**config.mk**
```make
export PLATFORM = sky130hd
export DESIGN_NAME = jset_ctrl
export DESIGN_NICKNAME = d
export VERILOG_FILES = /design/src/sv/jset_pkg.sv /design/src/sv/jset_ctrl.sv
export SDC_FILE = /design/constraint.sdc
export NUM_CORES = 1
export LEC_CHECK = 0
export BUFFER_PORTS_ARGS = -buffer_cell sky130_fd_sc_hd__buf_4
export CAP_MARGIN = 20
export CORE_MARGIN = 5
export CORE_UTILIZATION = 45
export DETAILED_ROUTE_END_ITERATION = 16
export GPL_ROUTABILITY_DRIVEN = 0
export MAX_ROUTING_LAYER = met4
export PLACE_DENSITY_LB_ADDON = 0.1
export SETUP_SLACK_MARGIN = 0.05
export SYNTH_ARGS = -nofsm -noshare
export SYNTH_HDL_FRONTEND = slang
export SYNTH_SLANG_ARGS = --single-unit
```
**constraint.sdc**
```tcl
create_clock -name clk -period 2.1 [get_ports clk]
set_input_delay 0.42 -clock clk [delete_from_list [all_inputs] [get_ports clk]]
set_output_delay 0.42 -clock clk [all_outputs]
set_load 0.02 [all_outputs]
```
**src/sv/jset_pkg.sv**
```systemverilog
// ============================================================================
// jset_pkg
// shared types, constants and codes for the julia set escape test
// ============================================================================
package jset_pkg;

    localparam int FRAC_BITS_DEF = 20;
    localparam int MAX_GRID_DEF  = 1024;

    localparam int COMP_W     = 32;
    localparam int PROD_W     = 64;
    localparam int COORD_W    = 10;
    localparam int GRID_W     = 11;
    localparam int SCALE_W    = 24;
    localparam int LIMIT_W    = 12;
    localparam int ESC_W      = 10;
    localparam int GLYPH_W    = 6;
    localparam int CFG_DATA_W = 32;
    localparam int CFG_IDX_W  = 3;

    localparam logic [GRID_W-1:0]         GRID_SIZE_RST  = 11'd20;
    localparam logic [SCALE_W-1:0]        VIEW_SCALE_RST = 24'd1572864;
    localparam logic signed [COMP_W-1:0]  CONST_RE_RST   = -32'sd838861;
    localparam logic signed [COMP_W-1:0]  CONST_IM_RST   = 32'sd163578;
    localparam logic [LIMIT_W-1:0]        ITER_LIMIT_RST = 12'd200;
    localparam logic [ESC_W-1:0]          ESC_LIMIT_RST  = 10'd1000;

    localparam logic [GLYPH_W-1:0] GLYPH_OUT = 6'd32;
    localparam logic [GLYPH_W-1:0] GLYPH_IN  = 6'd42;

    typedef enum logic [CFG_IDX_W-1:0] {
        REG_GRID_SIZE  = 3'd0,
        REG_VIEW_SCALE = 3'd1,
        REG_CONST_RE   = 3'd2,
        REG_CONST_IM   = 3'd3,
        REG_ITER_LIMIT = 3'd4,
        REG_ESC_LIMIT  = 3'd5
    } cfg_reg_t;

    typedef enum logic [2:0] {
        ST_IDLE,
        ST_LOAD_X,
        ST_WAIT_X,
        ST_LOAD_Y,
        ST_WAIT_Y,
        ST_MUL,
        ST_UPD,
        ST_FINISH
    } jset_state_t;

    typedef struct packed {
        logic div_start;
        logic div_sel_y;
        logic load_re;
        logic load_im;
        logic mul_en;
        logic upd_en;
    } jset_ctl_t;

    typedef struct packed {
        logic div_done;
        logic escaped;
    } jset_sts_t;

endpackage

```
**src/sv/jset_ctrl.sv**
```systemverilog
// ============================================================================
// jset_ctrl
// sequencer for mapping and iteration, iteration counter and result register
// ============================================================================
module jset_ctrl
(
    input  logic                          clk,
    input  logic                          rst_n,
    input  logic                          in_valid,
    output logic                          in_ready,
    output logic                          out_valid,
    input  logic                          out_ready,
    output logic                          inside_res,
    input  logic [jset_pkg::LIMIT_W-1:0]  iter_limit,
    input  jset_pkg::jset_sts_t           sts,
    output jset_pkg::jset_ctl_t           ctl
);
    import jset_pkg::*;

    jset_state_t        state_reg, state_next;
    logic [LIMIT_W-1:0] count_reg, count_next;
    logic               result_reg, result_next;
    logic               out_valid_reg, out_valid_next;
    logic               inside_reg, inside_next;
    logic               out_free;
    logic               stop_escape;
    logic               stop_limit;

    assign out_free    = !out_valid_reg || out_ready;
    assign stop_escape = (count_reg != '0) && sts.escaped;
    assign stop_limit  = (count_reg == iter_limit);

    always_comb
    begin
        state_next = state_reg;
        unique case (state_reg)
            ST_IDLE:
            begin
                if (in_valid)
                begin
                    state_next = ST_LOAD_X;
                end
            end
            ST_LOAD_X: state_next = ST_WAIT_X;
            ST_WAIT_X:
            begin
                if (sts.div_done)
                begin
                    state_next = ST_LOAD_Y;
                end
            end
            ST_LOAD_Y: state_next = ST_WAIT_Y;
            ST_WAIT_Y:
            begin
                if (sts.div_done)
                begin
                    state_next = ST_MUL;
                end
            end
            ST_MUL: state_next = ST_UPD;
            ST_UPD:
            begin
                if (stop_escape || stop_limit)
                begin
                    state_next = ST_FINISH;
                end
                else
                begin
                    state_next = ST_MUL;
                end
            end
            ST_FINISH:
            begin
                if (out_free)
                begin
                    state_next = ST_IDLE;
                end
            end
            default: state_next = ST_IDLE;
        endcase
    end

    always_comb
    begin
        ctl            = '0;
        in_ready       = 1'b0;
        count_next     = count_reg;
        result_next    = result_reg;
        out_valid_next = out_valid_reg && !out_ready;
        inside_next    = inside_reg;
        unique case (state_reg)
            ST_IDLE: in_ready = 1'b1;
            ST_LOAD_X:
            begin
                ctl.div_start = 1'b1;
                count_next    = '0;
            end
            ST_WAIT_X: ctl.load_re = sts.div_done;
            ST_LOAD_Y:
            begin
                ctl.div_start = 1'b1;
                ctl.div_sel_y = 1'b1;
            end
            ST_WAIT_Y:
            begin
                ctl.div_sel_y = 1'b1;
                ctl.load_im   = sts.div_done;
            end
            ST_MUL: ctl.mul_en = 1'b1;
            ST_UPD:
            begin
                if (stop_escape)
                begin
                    result_next = 1'b0;
                end
                else if (stop_limit)
                begin
                    result_next = 1'b1;
                end
                else
                begin
                    ctl.upd_en = 1'b1;
                    count_next = count_reg + LIMIT_W'(1);
                end
            end
            ST_FINISH:
            begin
                if (out_free)
                begin
                    out_valid_next = 1'b1;
                    inside_next    = result_reg;
                end
            end
            default: ;
        endcase
    end

    always_ff @(posedge clk or negedge rst_n)
    begin
        if (!rst_n)
        begin
            state_reg     <= ST_IDLE;
            count_reg     <= '0;
            result_reg    <= 1'b0;
            out_valid_reg <= 1'b0;
        end
        else
        begin
            state_reg     <= state_next;
            count_reg     <= count_next;
            result_reg    <= result_next;
            out_valid_reg <= out_valid_next;
        end
    end

    always_ff @(posedge clk)
    begin
        inside_reg <= inside_next;
    end

    assign out_valid  = out_valid_reg;
    assign inside_res = inside_reg;

    a_done_in_wait: assert property (@(posedge clk) disable iff (!rst_n)
        sts.div_done |-> (state_reg == ST_WAIT_X || state_reg == ST_WAIT_Y))
        else $error("divider done outside a mapping wait");

    a_count_bound: assert property (@(posedge clk) disable iff (!rst_n)
        (state_reg == ST_UPD) |-> (count_reg <= iter_limit))
        else $error("iteration count passed the limit");

    a_accept_starts: assert property (@(posedge clk) disable iff (!rst_n)
        (in_valid && in_ready) |=> (state_reg == ST_LOAD_X))
        else $error("accepted request did not start mapping");

    a_result_from_finish: assert property (@(posedge clk) disable iff (!rst_n)
        $rose(out_valid_reg) |-> ($past(state_reg) == ST_FINISH))
        else $error("result raised outside finish");

endmodule

```
==> results.yml <==
status:
  status: "finished, violations left"
  violations: "setup timing"
final_layout:
  seq_area_um2: 467.9
  fin_util_pct: 66.27
  fillers: 238
  largest_register_ff_count: 12
  fin_nets: 206
  syn2layout_area_growth_pct: 43.08
  antenna_cells: 0
  multi_input_area_um2: 858.3
  drive_above_1_share_pct: 46.49
clocking:
  root_buffer: "clkbuf_4"
  tritoncts: "done"
  cts-htree-levels: 1
  insertion_delay_ps: 300
  cts_buffers: 3
  clockBufferDepth: 2
  cts.sinks: 18
  path_clk_slew_ps: 110
logic_synthesis:
  ys_seq_area_share_pct: 35.97
  ys_warn_count: 0
  synth_cells: 141
  synth_xor_area_share_pct: 8.300
  synthAdderAreaFrac_pct: 1.976
  synth_flop_cell: "dfrtp_1"
  synth-simple-area-share_pct: 30.63
  synthMuxAreaShare_pct: 0.7905
  yosys.area.top_type_share_pct: 33.60
  synthTopCellsByArea: "dfrtp_1, xor2_1, a21oi_1"
  synth_top_family_by_area: "simple AND/OR/NAND/NOR gates"
  syn_area_mm2: 0.001266
  synth-edff-count: 1
  yosys-top-cells-count: "dfrtp_1, xor2_1, a21oi_1, nand2_1, nor2_1"
  yosys_register_bits: 18
  yosysMostFrequentCell: "dfrtp_1"
  synth_fp_nets: 161
  netlist.top_cell.by_area: "dfrtp_1"
  synth-compound-area-share_pct: 16.01
  async_flop_share_pct: 94.44
  ys_types: 50
  avgSynthCellArea_um2: 8.980
sta:
  setup_ws_ps: -5.137
  clock.fmax_mhz: 475.0
  setup_viol: 1
  worst_pin_slew_ps: 297.7
  fin_crit_ps: 2105
  skew_ps: 7.104
  rsz0062_at_grt: "yes"
  slew_violations: 0
  finalCritPeriodShare_pct: 100.2
  finalHoldViolations: 0
  max_slew_margin_pct: 79.99
job:
  maxCapViolCount: 0
global_routing:
  globalRouteTotalUtil_pct: 18.34
  antenna_found_initial: 0
  grt_pass1_wl_um: 5754
  grt_pass1_vias: 1264
  grt_max_degree: 18
  overflow: 0
critical_path:
  r2r-start: "count_reg[7]"
  critPathKind: "flop to primary output"
  ff2ff_setup_slack_ps: 100
  worstPathArrival_ps: 1690
  rr_endpoint: "count_reg[0]"
  worst-r2r-cell-count: 7
  setup.worst_path.start_class: "flop"
  critical_path.max_fanout: 2
  critPathCaptureType: "primary output"
  required_ps: 1680
placement:
  place_ws_ps: -136.7
  hpwl_um: 2445
  io_buffers: 26
routing:
  wl_per_cell_um: 16.73
  wirelength_um: 3613
  ant_nets: 0
  first_pass_iters: 4
  detail_route.vias_per_cell: 5.838
  wl_met3_um: 187
  wl_met1_um: 1529
  dr.max_layer_used: "met4"
  drc: 0
  num_vias: 1261
  drtIter0Drc: 42
  wl_met2_um: 1867
floorplan:
  dieWidth_um: 63.05
  placementRows: 19
  coreArea_mm2: 0.002734
  die_y_um: 63.05
  ios: 27
  start_util_pct: 46.32
  dieArea_mm2: 0.003975
hold_path:
  hold_path.class: "primary input to flop"
  whs_path_depth: 3
  hold_path_end: "out_valid"
  min_from: "out_ready"
pwr:
  power_uw: 1664
  p_per_area_mw_per_mm2: 918.7
  vdd_ir_drop_max_uv: 716.8
  static-leakage-power_uw: 0.0008022
-- worst max path at each step --
stage                        startpoint             to  slack [ps]  depth (start not counted)
final                      count_reg[2]         ctl[0]          -5                          6
after global routing       count_reg[7]         ctl[0]         -80                          5
after CTS                  count_reg[5]         ctl[0]        -100                          6
after detailed placement  iter_limit[2]         ctl[0]        -140                          7
after global placement    iter_limit[2]         ctl[0]         -10                          7
after floorplan            state_reg[0]  count_reg[11]         230                          6
-- per-layer routing --
metal	track usage, %	vias up
li1	-	602
met2	30.64	39
met3	4.137	6
met4	5.305	0
met5	-	-
met1	21.95	614
-- placed cells by master, fill, tap and decap left out, types with 3 or more instances in the layout --
master,synthesis,layout
buf_4,1,43
dfrtp_2,0,10
nand2_1,10,9
a21oi_1,10,9
nor2_1,9,8
o21ai_0,8,8
inv_1,7,7
dfrtp_1,17,7
xor2_2,0,6
xor2_1,12,6
or3_1,5,5
nor3_1,4,4
nand3_1,5,3
nor4_4,0,3
o31ai_1,3,3
clkbuf_4,0,3
-- repair_timing --
action / in CTS / in global routing
endpoints found under the hold margin: 17 / 0
gates resized for setup: 14 / 17
pin swaps: 7 / 7
hold buffers: 1 / 0
setup buffers: 7 / 5
setup endpoints to repair: 1 / 5
-- per-stage QoR --
stage          hold slack [ps]  std cells  TNS (ps)  cell area (um^2)
3_5_place_dp             304.1        199    -136.7              1519
2_1_floorplan            124.4        141         0              1266
6_report                 430.7        216    -5.137              1812
4_1_cts                  424.6        211    -95.86              1679
5_1_grt                  440.4        216    -84.36              1812
3_3_place_gp             301.8        199    -14.54              1519
-- critical path, cell delays in order, from the launching register on --
cell,delay (ps)
dfrtp_2,450
xor2_2,170
nor4_4,330
nand3_2,150
nand2_2,110
nor2_2,40
buf_6,130
-- where the power goes --
part / total [uW] / switching (uW) / internal (uW)
registers: 491 / 68.9 / 422
logic: 952 / 510 / 443
clock network: 221 / 115 / 106
total: 1660 / 694 / 971
-- area by class of cell --
cell class,instances,area share (%)
multi-input combinational,109,47.38
sequential,18,25.83
timing repair buffer,47,21.20
tap,31,2.141
clock buffer,4,2.003
inverter,7,1.450
-- cell families (layout without fill, tap and decap cells) --
family,after synthesis,in the layout
xor+xnor,12,12
simple gates,62,62
buf+inv,14,58
compound gates,32,32
mux,1,1
fa+ha+maj,2,2
flops,18,18
Note: power is estimated with default switching activity, not from simulation.
